File: src/rtl/cnet_pkg.sv
// Package: widths, types and constants shared by the cluster edge trim block.
package cnet_pkg;

    localparam int CHANNELS    = 1024;
    localparam int MAX_CLUSTER = 32;

    localparam int DET_W = 4;
    localparam int CH_W  = 10;
    localparam int E_W   = 24;
    localparam int TS_W  = 48;

    localparam int THR_AW  = (CHANNELS > 1) ? $clog2(CHANNELS) : 1;
    localparam int PEND_AW = (MAX_CLUSTER > 1) ? $clog2(MAX_CLUSTER) : 1;
    localparam int CNT_W   = $clog2(MAX_CLUSTER + 1);
    localparam int PEND_W  = CH_W + E_W + TS_W;

    localparam int QDEPTH = 2;
    localparam int QAW    = 1;

    localparam logic MODE_LOAD = 1'b0;
    localparam logic MODE_HIT  = 1'b1;

    typedef logic [DET_W-1:0]      t_det;
    typedef logic [CH_W-1:0]       t_ch;
    typedef logic signed [E_W-1:0] t_energy;
    typedef logic [TS_W-1:0]       t_ts;
    typedef logic [CNT_W-1:0]      t_cnt;

    // One classified hit handed from the front end to the back end.
    typedef struct packed {
        logic    acc;     // hit counted within cluster capacity
        logic    above;   // energy above channel threshold
        logic    last;    // end of cluster
        logic    ovf;     // overflow flag of the cluster so far
        t_det    det;
        t_ch     ch;
        t_energy e;
        t_ts     ts;
    } t_cmd;

endpackage

File: src/rtl/cnet_queue.sv
// Two-entry command queue between the front end and the back end.
module cnet_queue import cnet_pkg::*; (
    input  logic i_clk,
    input  logic i_rst_n,
    input  logic i_push,
    input  t_cmd i_cmd,
    output logic o_full,
    input  logic i_pop,
    output logic o_empty,
    output t_cmd o_head
);
    t_cmd             r_mem [QDEPTH];
    logic [QAW-1:0]   r_wr;
    logic [QAW-1:0]   r_rd;
    logic [QAW:0]     r_cnt;

    always_ff @(posedge i_clk) begin
        if (!i_rst_n) begin
            r_wr  <= '0;
            r_rd  <= '0;
            r_cnt <= '0;
        end else begin
            if (i_push) begin
                r_wr <= r_wr + 1'b1;
            end
            if (i_pop) begin
                r_rd <= r_rd + 1'b1;
            end
            if (i_push && !i_pop) begin
                r_cnt <= r_cnt + 1'b1;
            end else if (i_pop && !i_push) begin
                r_cnt <= r_cnt - 1'b1;
            end
        end
    end

    always_ff @(posedge i_clk) begin
        if (i_push) begin
            r_mem[r_wr] <= i_cmd;
        end
    end

    assign o_full  = (r_cnt == (QAW+1)'(QDEPTH));
    assign o_empty = (r_cnt == '0);
    assign o_head  = r_mem[r_rd];
endmodule

File: config.mk
export PLATFORM = sky130hd
export DESIGN_NAME = cnet_queue
export DESIGN_NICKNAME = d
export VERILOG_FILES = /design/src/rtl/cnet_pkg.sv /design/src/rtl/cnet_queue.sv
export SDC_FILE = /design/constraint.sdc
export NUM_CORES = 1
export LEC_CHECK = 0
export ABC_AREA = 1
export BUFFER_PORTS_ARGS = -buffer_cell sky130_fd_sc_hd__buf_2
export CAP_MARGIN = 0
export CORE_ASPECT_RATIO = 1.4
export CORE_MARGIN = 4
export CORE_UTILIZATION = 55
export DETAILED_ROUTE_END_ITERATION = 16
export GPL_TIMING_DRIVEN = 0
export HOLD_SLACK_MARGIN = 0.1
export PLACE_DENSITY_LB_ADDON = 0.1
export SETUP_SLACK_MARGIN = 0.4
export SYNTH_ARGS = -nofsm -noshare
export SYNTH_HDL_FRONTEND = slang
export SYNTH_SLANG_ARGS = --single-unit
File: constraint.sdc
create_clock -name i_clk -period 8.7 [get_ports i_clk]
set_input_delay 0.87 -clock i_clk [delete_from_list [all_inputs] [get_ports i_clk]]
set_output_delay 0.87 -clock i_clk [all_outputs]
set_load 0.01 [all_outputs]
==> results.json <==
{
  "yosys_warnings": 0,
  "io_pins": 186,
  "cp_max_fo": 10,
  "tightest_slew_ps": 635,
  "slowest_stage": "dfxtp_1",
  "outcome": "finished, final reports clean",
  "worstPathRequired_ps": 7830,
  "cts_buffers": 17,
  "grt_pass1_vias": 3814,
  "synth_seq_cells": 185,
  "die_y_um": 143,
  "cp-end-kind": "output pin",
  "rsz0062_at_grt": "false",
  "rows": 49,
  "crit_chain": "buf_6 > buf_12 > mux2_4 > buf_2",
  "max-slew-margin-rel_pct": 57.5,
  "rr_startpoint": "r_wr$_SDFFE_PN0P_",
  "synth_seq_area_share_pct": 76.7,
  "max_cap_viol_count": 0,
  "clockBufferDepth": 2,
  "fin_nets": 618,
  "rrSetupSlack_ps": 7030,
  "initial_utilization_pct": 56.0,
  "core_region_area_sq_mm": 0.0128,
  "ctsResizeCount": 0,
  "grt_start_max_net_pins": 47,
  "hold_path_class": "flop to flop",
  "grt_pass1_wl_um": 18800,
  "fin_crit_sh_pct": 28.6,
  "antenna_found_initial": 2,
  "min_from": "r_wr$_SDFFE_PN0P_",
  "drt-vias-per-instance": 5.08,
  "period_needed_ps": 2490,
  "grt.total_usage_pct": 16.7,
  "wl_um": 12400,
  "clk_pin_slew_ps": 60,
  "syn_inst": 315,
  "cp_top_family": "buffers and inverters",
  "slew_viol_final": 0,
  "ys_types": 13,
  "setup_viol_count_final": 0,
  "io_buffers": 185,
  "clock_latency_ps": 410,
  "p_per_area_mw_per_mm2": 220,
  "crit_buf_inv": 3,
  "setup_ws_ps": 6210,
  "crit_path_end": "o_head[12]",
  "via_count": 3507,
  "clock_sinks": 185,
  "fmax_mhz": 401,
  "cts_tree": "built",
  "setup_tns_ps": 0,
  "post_cts_buffers": 0,
  "gp_congestion": 0.694,
  "drc": 0,
  "syn_area_sq_mm": 0.00718,
  "fin_util_pct": 69.9,
  "synth_fp_nets": 410,
  "dr.pass1.iters": 4,
  "crit_type": "flop to output pin",
  "dieArea_sq_mm": 0.0150,
  "grt-ovfl-total": 0,
  "root_buffer": "clkbuf_16",
  "arrival_ps": 1620,
  "cp.depth": 4,
  "regToRegEndpoint": "r_mem[0][32]$_DFFE_PP_",
  "drtAntennaViolNets": 0,
  "h-tree-depth": 4,
  "chipWidth_um": 105,
  "wl_per_cell_um": 17.9,
  "place_ws_ps": 6310,
  "worst_ir_drop_vdd_v": 0.000150,
  "syn_area_per_cell_sq_um": 22.8,
  "holdBufCountCts": 0,
  "area_growth_syn_to_layout_pct": 24.8,
  "slowest_delay_ps": 330,
  "drive_gt1_share_pct": 59.7,
  "startpoint_type": "flop",
  "dp_hpwl_um": 8630,
  "hold_viol": 0,
  "fin_skew_ps": 10.8,
  "drt-initial-drc-count": 89,
  "reg2regPathDepth": 3,
  "leakagePower_uw": 0.00362
}
## routing by layer
metal	share of wire [%]	GRT usage [%]
met3	6.4	5.34
met2	55	29.8
met4	2.0	8.75
met5	0	0
met1	37	17.6
## power by group
group | internal [uW] | leakage [uW] | switching [uW]
Clock | 397 | 0.000266 | 310
Sequential | 1030 | 0.00173 | 12.7
Combinational | 120 | 0.00163 | 104
Total | 1550 | 0.00362 | 427
## tightest hold or removal path: stages, from the launching register on
cell,delay (ps)
dfxtp_1,340
nor2_1,110
nor2_1,50
## stage by stage
stage	instance area, sq um	total power (uW)	instances	hold slack (ps)
after floorplan	7180	1200	315	463
after global placement	8290	1280	653	476
after detailed placement	8400	1290	657	524
after CTS	8950	2000	689	540
after global routing	8960	2050	691	578
final	8960	1970	691	539
## cell type report
class                           count  area [sq um]
Buffer                             10           191
Clock inverter                     13           120
Tap cell                          153           191
Clock buffer                       19           433
Timing Repair Buffer              189          1020
Multi-Input combinational cell    112          1460
Inverter                            8          32.5
Antenna cell                        2          5.00
Fill cell                         858          3860
Sequential cell                   185          5510
## logic make-up after synthesis
| kind of cell | synth area share [%] |
|---|---|
| compound gates | 0.139 |
| fa+ha+maj | 0.174 |
| buf+inv | 3.09 |
| flops | 76.7 |
| mux | 18.8 |
| simple gates | 1.05 |
## synthesized netlist by cell type
cell,count,area (sq um)
nand4_1,1,6.26
ha_1,1,12.5
buf_12,9,180
nand2_1,8,30.0
edfxtp_1,180,5410
a21oi_1,1,5.00
mux2_4,90,1350
nand3_1,1,5.00
inv_1,8,30.0
o21ai_0,1,5.00
nor2_1,9,33.8
buf_6,1,11.3
dfxtp_1,5,100
## state kept, by name, summed over array words and instances (netlist names), named ones only
register / count
r_mem: 180
r_rd: 1
r_wr: 1
r_cnt: 2
## worst min path at each step
| stage | endpoint | depth (start not counted) |
|---|---|---|
| floorplan | flop | 2 |
| global placement | r_rd$_SDFFE_PN0P_ | 2 |
| detailed placement | flop | 2 |
| CTS | r_wr$_SDFFE_PN0P_ | 2 |
| global route | r_wr$_SDFFE_PN0P_ | 2 |
| finish | r_wr$_SDFFE_PN0P_ | 2 |
## placed cells by master, fill, tap and decap left out
master / instances
nor2_4: 1
clkinvlp_4: 2
buf_12: 11
clkinv_2: 2
diode_2: 2
a21oi_1: 1
clkbuf_1: 2
nor2_1: 8
buf_16: 2
inv_1: 7
o21ai_0: 1
nand2_1: 8
clkinv_4: 3
ha_1: 1
clkbuf_16: 17
clkinv_1: 1
nand4_1: 1
buf_6: 1
nand3_1: 1
edfxtp_1: 180
inv_6: 4
inv_4: 1
dfxtp_1: 5
buf_2: 185
mux2_4: 90
bufinv_16: 1
No activity file was read; power rests on OpenSTA's default activity.
