**src/rtl/cnet_pkg.sv**
```systemverilog
// Package: widths, types and constants shared by the cluster edge trim block.
package cnet_pkg;

    localparam int CHANNELS    = 1024;
    localparam int MAX_CLUSTER = 32;

    localparam int DET_W = 4;
    localparam int CH_W  = 10;
    localparam int E_W   = 24;
    localparam int TS_W  = 48;

    localparam int THR_AW  = (CHANNELS > 1) ? $clog2(CHANNELS) : 1;
    localparam int PEND_AW = (MAX_CLUSTER > 1) ? $clog2(MAX_CLUSTER) : 1;
    localparam int CNT_W   = $clog2(MAX_CLUSTER + 1);
    localparam int PEND_W  = CH_W + E_W + TS_W;

    localparam int QDEPTH = 2;
    localparam int QAW    = 1;

    localparam logic MODE_LOAD = 1'b0;
    localparam logic MODE_HIT  = 1'b1;

    typedef logic [DET_W-1:0]      t_det;
    typedef logic [CH_W-1:0]       t_ch;
    typedef logic signed [E_W-1:0] t_energy;
    typedef logic [TS_W-1:0]       t_ts;
    typedef logic [CNT_W-1:0]      t_cnt;

    // One classified hit handed from the front end to the back end.
    typedef struct packed {
        logic    acc;     // hit counted within cluster capacity
        logic    above;   // energy above channel threshold
        logic    last;    // end of cluster
        logic    ovf;     // overflow flag of the cluster so far
        t_det    det;
        t_ch     ch;
        t_energy e;
        t_ts     ts;
    } t_cmd;

endpackage

```
**src/rtl/cnet_if.sv**
```systemverilog


interface cnet_res_if import cnet_pkg::*; ();
    logic    valid;
    logic    ready;
    t_det    out_det_id;
    t_ch     out_channel;
    t_energy out_energy;
    t_ts     out_timestamp;
    logic    out_last;
    logic    out_overflow;

    modport source (output valid, out_det_id, out_channel, out_energy, out_timestamp,
                    out_last, out_overflow, input ready);
    modport sink   (input valid, out_det_id, out_channel, out_energy, out_timestamp,
                    out_last, out_overflow, output ready);
endinterface

```
**src/rtl/cnet_ram.sv**
```systemverilog
// Generic simple dual-port RAM with registered read.
module cnet_ram #(
    parameter int WIDTH = 8,
    parameter int DEPTH = 16
) (
    input  logic                                     i_clk,
    input  logic                                     i_we,
    input  logic [((DEPTH > 1) ? $clog2(DEPTH) : 1)-1:0] i_waddr,
    input  logic [WIDTH-1:0]                         i_wdata,
    input  logic                                     i_re,
    input  logic [((DEPTH > 1) ? $clog2(DEPTH) : 1)-1:0] i_raddr,
    output logic [WIDTH-1:0]                         o_rdata
);
    logic [WIDTH-1:0] r_mem [DEPTH];
    logic [WIDTH-1:0] r_rdata;

    always_ff @(posedge i_clk) begin
        if (i_we) begin
            r_mem[i_waddr] <= i_wdata;
        end
        if (i_re) begin
            r_rdata <= r_mem[i_raddr];
        end
    end

    assign o_rdata = r_rdata;
endmodule

```
**src/rtl/cnet_back.sv**
```systemverilog
// Back end: held strong hit, pending weak-hit buffer and result sequencing.
module cnet_back import cnet_pkg::*; (
    input  logic          i_clk,
    input  logic          i_rst_n,
    input  logic          i_q_empty,
    input  t_cmd          i_head,
    output logic          o_pop,
    cnet_res_if.source    o_res
);
    typedef enum logic [3:0] {
        S_IDLE  = 4'b0001,
        S_HELD  = 4'b0010,
        S_FLUSH = 4'b0100,
        S_NEW   = 4'b1000
    } t_state;

    t_state        r_state, n_state;
    t_cmd          r_cmd, n_cmd;
    logic          r_held_valid, n_held_valid;
    t_ch           r_held_ch, n_held_ch;
    t_energy       r_held_e, n_held_e;
    t_ts           r_held_ts, n_held_ts;
    t_cnt          r_pcnt, n_pcnt;
    t_cnt          r_idx, n_idx;

    logic          r_out_valid;
    t_det          r_out_det, n_out_det;
    t_ch           r_out_ch, n_out_ch;
    t_energy       r_out_e, n_out_e;
    t_ts           r_out_ts, n_out_ts;
    logic          r_out_last, n_out_last;
    logic          r_out_ovf, n_out_ovf;

    logic          slot_free;
    logic          emit;
    logic          pw_we;
    logic          pr_re;
    logic [PEND_AW-1:0] pr_addr;
    logic [PEND_W-1:0]  pr_data;
    t_cnt          idx_next;

    assign slot_free = !r_out_valid || o_res.ready;
    assign idx_next  = r_idx + 1'b1;

    cnet_ram #(
        .WIDTH (PEND_W),
        .DEPTH (MAX_CLUSTER)
    ) u_pend_ram (
        .i_clk   (i_clk),
        .i_we    (pw_we),
        .i_waddr (r_pcnt[PEND_AW-1:0]),
        .i_wdata ({i_head.ch, i_head.e, i_head.ts}),
        .i_re    (pr_re),
        .i_raddr (pr_addr),
        .o_rdata (pr_data)
    );

    always_comb begin
        n_state      = r_state;
        n_cmd        = r_cmd;
        n_held_valid = r_held_valid;
        n_held_ch    = r_held_ch;
        n_held_e     = r_held_e;
        n_held_ts    = r_held_ts;
        n_pcnt       = r_pcnt;
        n_idx        = r_idx;
        o_pop        = 1'b0;
        pw_we        = 1'b0;
        pr_re        = 1'b0;
        pr_addr      = idx_next[PEND_AW-1:0];
        emit         = 1'b0;
        n_out_det    = r_cmd.det;
        n_out_ch     = r_cmd.ch;
        n_out_e      = r_cmd.e;
        n_out_ts     = r_cmd.ts;
        n_out_last   = 1'b1;
        n_out_ovf    = r_cmd.ovf;

        unique case (r_state)
            S_IDLE: begin
                if (!i_q_empty) begin
                    o_pop = 1'b1;
                    n_cmd = i_head;
                    if (i_head.above) begin
                        if (r_held_valid) begin
                            n_state = S_HELD;
                        end else if (i_head.last) begin
                            n_state = S_NEW;
                        end else begin
                            n_held_valid = 1'b1;
                            n_held_ch    = i_head.ch;
                            n_held_e     = i_head.e;
                            n_held_ts    = i_head.ts;
                            n_pcnt       = '0;
                        end
                    end else begin
                        // weak non-last hit after a held strong hit is buffered
                        if (i_head.acc && r_held_valid && !i_head.last
                            && (r_pcnt < CNT_W'(MAX_CLUSTER))) begin
                            pw_we  = 1'b1;
                            n_pcnt = r_pcnt + 1'b1;
                        end
                        if (i_head.last) begin
                            if (r_held_valid) begin
                                n_state = S_HELD;
                            end else begin
                                n_pcnt = '0;
                            end
                        end
                    end
                end
            end
            S_HELD: begin
                n_out_ch   = r_held_ch;
                n_out_e    = r_held_e;
                n_out_ts   = r_held_ts;
                n_out_last = !r_cmd.above;
                n_out_ovf  = !r_cmd.above && r_cmd.ovf;
                if (slot_free) begin
                    emit = 1'b1;
                    if (!r_cmd.above) begin
                        // end of cluster without a new strong hit: tail dropped
                        n_held_valid = 1'b0;
                        n_pcnt       = '0;
                        n_state      = S_IDLE;
                    end else if (r_pcnt != '0) begin
                        pr_re   = 1'b1;
                        pr_addr = '0;
                        n_idx   = '0;
                        n_state = S_FLUSH;
                    end else if (r_cmd.last) begin
                        n_state = S_NEW;
                    end else begin
                        n_held_ch = r_cmd.ch;
                        n_held_e  = r_cmd.e;
                        n_held_ts = r_cmd.ts;
                        n_state   = S_IDLE;
                    end
                end
            end
            S_FLUSH: begin
                n_out_ch   = pr_data[PEND_W-1 -: CH_W];
                n_out_e    = pr_data[TS_W +: E_W];
                n_out_ts   = pr_data[TS_W-1:0];
                n_out_last = 1'b0;
                n_out_ovf  = 1'b0;
                if (slot_free) begin
                    emit = 1'b1;
                    if (idx_next == r_pcnt) begin
                        n_pcnt = '0;
                        if (r_cmd.last) begin
                            n_state = S_NEW;
                        end else begin
                            n_held_valid = 1'b1;
                            n_held_ch    = r_cmd.ch;
                            n_held_e     = r_cmd.e;
                            n_held_ts    = r_cmd.ts;
                            n_state      = S_IDLE;
                        end
                    end else begin
                        pr_re = 1'b1;
                        n_idx = idx_next;
                    end
                end
            end
            S_NEW: begin
                if (slot_free) begin
                    emit         = 1'b1;
                    n_held_valid = 1'b0;
                    n_pcnt       = '0;
                    n_state      = S_IDLE;
                end
            end
            default: begin
                n_state = S_IDLE;
            end
        endcase
    end

    always_ff @(posedge i_clk) begin
        if (!i_rst_n) begin
            r_state      <= S_IDLE;
            r_held_valid <= 1'b0;
            r_pcnt       <= '0;
            r_idx        <= '0;
            r_out_valid  <= 1'b0;
        end else begin
            r_state      <= n_state;
            r_held_valid <= n_held_valid;
            r_pcnt       <= n_pcnt;
            r_idx        <= n_idx;
            if (emit) begin
                r_out_valid <= 1'b1;
            end else if (o_res.ready) begin
                r_out_valid <= 1'b0;
            end
        end
    end

    always_ff @(posedge i_clk) begin
        r_cmd     <= n_cmd;
        r_held_ch <= n_held_ch;
        r_held_e  <= n_held_e;
        r_held_ts <= n_held_ts;
        if (emit) begin
            r_out_det  <= n_out_det;
            r_out_ch   <= n_out_ch;
            r_out_e    <= n_out_e;
            r_out_ts   <= n_out_ts;
            r_out_last <= n_out_last;
            r_out_ovf  <= n_out_ovf;
        end
    end

    assign o_res.valid         = r_out_valid;
    assign o_res.out_det_id    = r_out_det;
    assign o_res.out_channel   = r_out_ch;
    assign o_res.out_energy    = r_out_e;
    assign o_res.out_timestamp = r_out_ts;
    assign o_res.out_last      = r_out_last;
    assign o_res.out_overflow  = r_out_ovf;
endmodule

```
**src/flat_wrapper.sv**
```systemverilog
// flat-port wrapper written by rule: the top's interface ports become plain ports
module cnet_back_flat import cnet_pkg::*;
  (i_clk, i_rst_n, i_q_empty, i_head, o_pop, o_res_valid, o_res_out_det_id, o_res_out_channel, o_res_out_energy, o_res_out_timestamp, o_res_out_last, o_res_out_overflow, o_res_ready);
  cnet_res_if o_res_i ();
  input  logic i_clk;
  input  logic i_rst_n;
  input  logic i_q_empty;
  input  t_cmd i_head;
  output logic o_pop;
  output wire logic [$bits(o_res_i.valid)-1:0] o_res_valid;
  output wire logic [$bits(o_res_i.out_det_id)-1:0] o_res_out_det_id;
  output wire logic [$bits(o_res_i.out_channel)-1:0] o_res_out_channel;
  output wire logic [$bits(o_res_i.out_energy)-1:0] o_res_out_energy;
  output wire logic [$bits(o_res_i.out_timestamp)-1:0] o_res_out_timestamp;
  output wire logic [$bits(o_res_i.out_last)-1:0] o_res_out_last;
  output wire logic [$bits(o_res_i.out_overflow)-1:0] o_res_out_overflow;
  input wire logic [$bits(o_res_i.ready)-1:0] o_res_ready;
  assign o_res_valid = o_res_i.valid;
  assign o_res_out_det_id = o_res_i.out_det_id;
  assign o_res_out_channel = o_res_i.out_channel;
  assign o_res_out_energy = o_res_i.out_energy;
  assign o_res_out_timestamp = o_res_i.out_timestamp;
  assign o_res_out_last = o_res_i.out_last;
  assign o_res_out_overflow = o_res_i.out_overflow;
  assign o_res_i.ready = o_res_ready;
  cnet_back u_core (.i_clk(i_clk), .i_rst_n(i_rst_n), .i_q_empty(i_q_empty), .i_head(i_head), .o_pop(o_pop), .o_res(o_res_i));
endmodule
```
**config.mk**
```make
export PLATFORM = sky130hd
export DESIGN_NAME = cnet_back_flat
export DESIGN_NICKNAME = d
export VERILOG_FILES = /design/src/rtl/cnet_pkg.sv /design/src/rtl/cnet_if.sv /design/src/rtl/cnet_ram.sv /design/src/rtl/cnet_back.sv /design/src/flat_wrapper.sv
export SDC_FILE = /design/constraint.sdc
export NUM_CORES = 2
export LEC_CHECK = 0
export BUFFER_PORTS_ARGS = -buffer_cell sky130_fd_sc_hd__buf_2
export CORE_MARGIN = 2
export CORE_UTILIZATION = 63
export DETAILED_ROUTE_END_ITERATION = 10
export MAX_ROUTING_LAYER = met4
export PLACE_DENSITY = 0.88
export SLEW_MARGIN = 10
export SYNTH_ARGS = -nofsm -noshare
export SYNTH_HDL_FRONTEND = slang
export SYNTH_SLANG_ARGS = --single-unit
```
**constraint.sdc**
```tcl
create_clock -name i_clk -period 11.8 [get_ports i_clk]
set_clock_uncertainty 0.05 [all_clocks]
set_input_delay 1.18 -clock i_clk [delete_from_list [all_inputs] [get_ports i_clk]]
set_output_delay 1.18 -clock i_clk [all_outputs]
set_load 0.005 [all_outputs]
```
==> metrics.md, run 1 <==
| Metric | Value |
|---|---|
| Distinct cells, synth | `75` |
| Die W | `438 µm` |
| Rows | `159` |
| Num CTS Buffers | `298` |
| Largest area contributor in the netlist | `edfxtp_1` |
| Synth Instances | `6770` |
| Top cells by count, synth | `edfxtp_1, clkbuf_1, nand2_1` |
| Status | `did not finish` |
| Simple-gate share of the synthesized area | `4.73%` |
| Post-CTS resize count | `0` |
| Post-CTS Hold Buffers | `0` |
| Routability cong. | `0.839` |
| Stop stage | `detailed routing` |
| Syn Nets | `6869` |
| Root Buffer | `clkbuf_16` |
| First-pass GRT wire length | `501000 µm` |
| Synth top area share | `75.2%` |
| Largest family of logic cells by synthesized area | `multiplexers` |
| GRT Total Usage | `37.4%` |
| Grt ovf | `0` |
| Adder-Cell Fraction of Synth Area | `0.0528%` |
| Synthesized area per cell | `17.5 µm²` |
| Initial Util | `63.3%` |
| Post-Synth XOR/XNOR Area | `0.104%` |
| Synthesized area | `118000 µm²` |
| I/O pins | `184` |
| Setup bufs post-CTS | `0` |
| CTS H-tree lvls | `5` |
| Most frequent cell after synthesis | `edfxtp_1` |
| EDFF count, synth | `2965` |
| Chip Height | `438 µm` |
| Initial antenna violation count | `18` |
| Synth Area in Compound Gates | `8.17%` |
| Hpwl dp | `158000 µm` |
| Largest net degree at the start of global routing | `259` |
| Port bufs | `183` |
| Mux contribution to synthesized area | `9.60%` |
| Ys flop type | `edfxtp_1` |
| Fraction of registers with async set or reset after synthesis | `0%` |
| CTS max path bufs | `4` |
| Placed insts | `9050` |
| Err | `Error: net678 2 pin not visited #guides = 769` |
| Clock sinks | `2983` |
| Total number of yosys warnings | `0` |
| Dominant cells by area after synthesis | `edfxtp_1, mux4_2, mux2i_1` |
| Sequential share of the synthesized area | `75.5%` |
| Seq cells post-synth | `2983` |
| Vias in the first global route | `73.5k` |
==> routing by layer <==
layer	global-route usage, %
met1	44.2
met2	55.8
met3	10.5
met4	26.0
met5	-
==> stage by stage <==
step | hold slack, ns | instance area, µm² | setup WS (ns)
global route | 0.373 | 131000 | 4.80
CTS | 0.352 | 131000 | 5.24
detailed placement | 0.355 | 122000 | 5.18
global placement | 0.350 | 122000 | 5.56
floorplan | 0.350 | 118000 | 1.91
==> kinds of logic after synthesis <==
kind of cell    Yosys count
xor+xnor                 14
simple gates           1125
buf+inv                 557
compound gates         1299
mux                     787
flops                  2983
fa+ha+maj                 5
==> run 2: changes to the inputs <==
- CORE_UTILIZATION: 63 -> 40
- MAX_ROUTING_LAYER: met4 -> default
- PLACE_DENSITY: 0.88 -> default
- PLACE_DENSITY_LB_ADDON: default -> 0.15
==> run 2 against run 1 <==
Net effect: the flow now finishes, with violations (DRC); synthesized cell count unchanged; area after synthesis did not move; global-route usage down 14 points.
==> metrics.md, run 2 <==
| Metric | Value |
|---|---|
| Hpwl dp | `167000 µm` |
| Chip Height | `548 µm` |
| I/O pins | `184` |
| Max VDD drop | `0.124 mV` |
| Post-route cell area | `134000 µm²` |
| CP most frequent cell | `buf_4` |
| Combinational power share | `3.2%` |
| CTS max path bufs | `4` |
| Syn Nets | `6869` |
| Type of element capturing the critical path | `flop` |
| Leakage power | `41.1 nW` |
| Clock latency on the worst-skew pair | `0.92 ns` |
| Synth Instances | `6770` |
| Setup bufs post-CTS | `0` |
| Most frequent cells in the layout | `edfxtp_1, nand2_1, mux2i_1` |
| Total negative slack | `0 ns` |
| Dominant cells by area after synthesis | `edfxtp_1, mux4_2, mux2i_1` |
| RSZ-0062 raised after global routing | `false` |
| Ys flop type | `edfxtp_1` |
| FF-to-FF End | `u_core.u_pend_ram.o_rdata[48]$_DFFE_PP_` |
| First-pass GRT wire length | `500000 µm` |
| Die area | `300000 µm²` |
| FF-to-FF path depth | `10` |
| Commonest non-fill, non-tap cell in the layout | `edfxtp_1` |
| Min-Delay Path Class | `reg2reg` |
| Crit share post-route | `48.7%` |
| P per Cell Area | `170 nW/µm²` |
| Placed cell area | `124000 µm²` |
| Fraction of registers with async set or reset after synthesis | `0%` |
| Setup-failing EPs final | `0` |
| Post-place setup slack | `5.39 ns` |
| Slowest cell on the critical path | `buf_4` |
| Initial DRC Count | `7007` |
| Flop pwr share | `53.0%` |
| Clock transition at the registers of the reported paths | `0.06 ns` |
| Routability cong. | `0.753` |
| Post-CTS resize count | `0` |
| WL met3 | `20800 µm` |
| Vias in the first global route | `66.0k` |
| Largest area contributor in the netlist | `edfxtp_1` |
| Synth top area share | `75.2%` |
| Clock Power Share | `43.8%` |
| Clock sinks | `2983` |
| TritonCTS clock tree | `done` |
| P_sw | `4.97 mW` |
| Initial Util | `40.2%` |
| Fin. Hold Viols | `0` |
| Drt drc | `1` |
| Port bufs | `183` |
| CORE AREA | `294000 µm²` |
| Fill count | `25.3k` |
| Met2 Routed Length | `172000 µm` |
| Final min period | `5.74 ns` |
| Rows | `199` |
| Reg2reg start | `u_core.r_idx[0]$_SDFFE_PN0P_` |
| Die W | `548 µm` |
| Routed via count | `66.5k` |
| Sw Share | `21.8%` |
| Most frequent cell after synthesis | `edfxtp_1` |
| Setup slack after layout | `6.06 ns` |
| Fin. max-slew vios | `0` |
| Met1 Wirelength | `152000 µm` |
| Total number of yosys warnings | `0` |
| Num CTS Buffers | `325` |
| DRT antenna net count | `0` |
| Via/cell ratio | `6.00` |
| Sequential share of the synthesized area | `75.5%` |
| Worst Path Arrival | `6.35 ns` |
| Synthesized area per cell | `17.5 µm²` |
| Startpoint Class | `flop` |
| Max-cap viol count | `0` |
| Max FFs per register | `2624` |
| GRT Total Usage | `23.0%` |
| Distinct cells, synth | `75` |
| Share of layout cells above drive strength 1 | `18.1%` |
| Post-DR wirelength/cell | `32.0 µm` |
| Biggest register | `u_core.u_pend_ram.r_mem` |
| Critical path origin | `u_core.r_idx[0]$_SDFFE_PN0P_` |
| WP data required | `12.40 ns` |
| Worst Max-Slew Pin Slew | `1.44 ns` |
| Root Buffer | `clkbuf_16` |
| Critical path cell sequence | `ha_1 -> xor2_4 -> buf_4 -> buf_12 -> buf_4 -> buf_4 -> mux4_2 -> a21oi_1 -> a32oi_1 -> mux2_2` |
| CTS H-tree lvls | `5` |
| Synthesized area | `118000 µm²` |
| Kind of critical path | `reg2reg` |
| Fmax | `0.174 GHz` |
| Largest net degree at the start of global routing | `228` |
| Crit path capture | `u_core.u_pend_ram.o_rdata[48]$_DFFE_PP_` |
| Top cells by count, synth | `edfxtp_1, clkbuf_1, nand2_1` |
| Pre-antenna DRT Iters | `9` |
| Rel. slew slack | `4.29%` |
| Post-CTS Hold Buffers | `0` |
| FF-to-FF setup slack | `6.06 ns` |
| DR top layer | `met5` |
| Max Fanout on Critical Path | `126` |
| Status | `complete, but fails checks` |
| Initial antenna violation count | `21` |
| Failing checks | `DRC` |
| Grt ovf | `0` |
| Nets | `6986` |
| Slowest stage delay, CP | `0.89 ns` |
| EDFF count, synth | `2965` |
| Pint | `17.8 mW` |
| Post-Route WL | `354000 µm` |
| Layout area overhead | `13.4%` |
| Seq cells post-synth | `2983` |
==> run 2: worst min path at each step <==
stage | startpoint | to | slack [ns] | depth (start not counted)
2_1_floorplan | u_core.n_out_det[0]$_DFFE_PP_ | u_core.o_res.out_det_id[0]$_DFFE_PP_ | 0.35 | 0
3_3_place_gp | u_core.n_out_det[3]$_DFFE_PP_ | u_core.o_res.out_det_id[3]$_DFFE_PP_ | 0.35 | 0
3_5_place_dp | u_core.n_out_det[3]$_DFFE_PP_ | u_core.o_res.out_det_id[3]$_DFFE_PP_ | 0.36 | 0
4_1_cts | i_head[82] | u_core.n_out_det[0]$_DFFE_PP_ | 0.32 | 1
5_1_grt | i_head[83] | u_core.n_out_det[1]$_DFFE_PP_ | 0.36 | 1
6_report | u_core.n_out_det[3]$_DFFE_PP_ | u_core.o_res.out_det_id[3]$_DFFE_PP_ | 0.38 | 0
==> run 2: metrics by stage <==
| step | power, mW | instances | hold WS, ns | util [%] |
|---|---|---|---|---|
| after floorplan | 12.6 | 6770 | 0.350 | - |
| after global placement | 13.0 | 10479 | 0.351 | 42.1 |
| after detailed placement | 13.1 | 10479 | 0.356 | 42.1 |
| after CTS | 23.0 | 11063 | 0.318 | 45.6 |
| after global routing | 23.5 | 11065 | 0.358 | 45.6 |
| final | 22.8 | 11070 | 0.378 | 45.6 |
==> run 2: cells by family (layout without fill, tap and decap cells) <==
group | count (synthesis) | after routing | synth area share (%)
compound gates | 1299 | 1299 | 8.17
xor+xnor | 14 | 14 | 0.104
fa+ha+maj | 5 | 5 | 0.0528
buf+inv | 557 | 931 | 1.88
flops | 2983 | 2983 | 75.5
mux | 787 | 787 | 9.60
other cells | 0 | 7 | 0
simple gates | 1125 | 1125 | 4.73
==> run 2: metal layers <==
metal,vias up,global-route usage (%)
li1,27857,-
met1,35693,32.3
met2,2378,38.1
met3,521,2.68
met4,14,6.32
met5,-,0
==> run 2: cell type report <==
type	count	area (µm²)	share of cell area, %
flip-flops and latches	2983	89400	66.6
multi-input cells	3230	27200	20.3
clock buffers	396	8440	6.29
well taps	3919	4900	3.65
repair buffers	328	2270	1.69
clock inverters	188	1940	1.45
inverters	19	78.8	0.0587
diodes	7	17.5	0.0130
==> run 2: critical path, delay by kind of cell (launching register included) <==
family / cells / cell delay [ns]
fa+ha+maj: 1 / 0.48
mux: 2 / 0.73
xor+xnor: 1 / 0.16
buf+inv: 4 / 2.64
compound gates: 2 / 0.26
flops: 1 / 0.83
==> run 2: power groups by stage <==
| stage | logic, mW | registers, mW | clock network [mW] |
|---|---|---|---|
| 2_1_floorplan | 0.273 | 12.3 | 0 |
| 3_3_place_gp | 0.737 | 12.3 | 0 |
| 3_5_place_dp | 0.751 | 12.3 | 0 |
| 4_1_cts | 0.753 | 12.1 | 10.2 |
| 5_1_grt | 0.792 | 12.1 | 10.6 |
| 6_report | 0.728 | 12.1 | 9.99 |
Note: power is estimated with default switching activity, not from simulation.
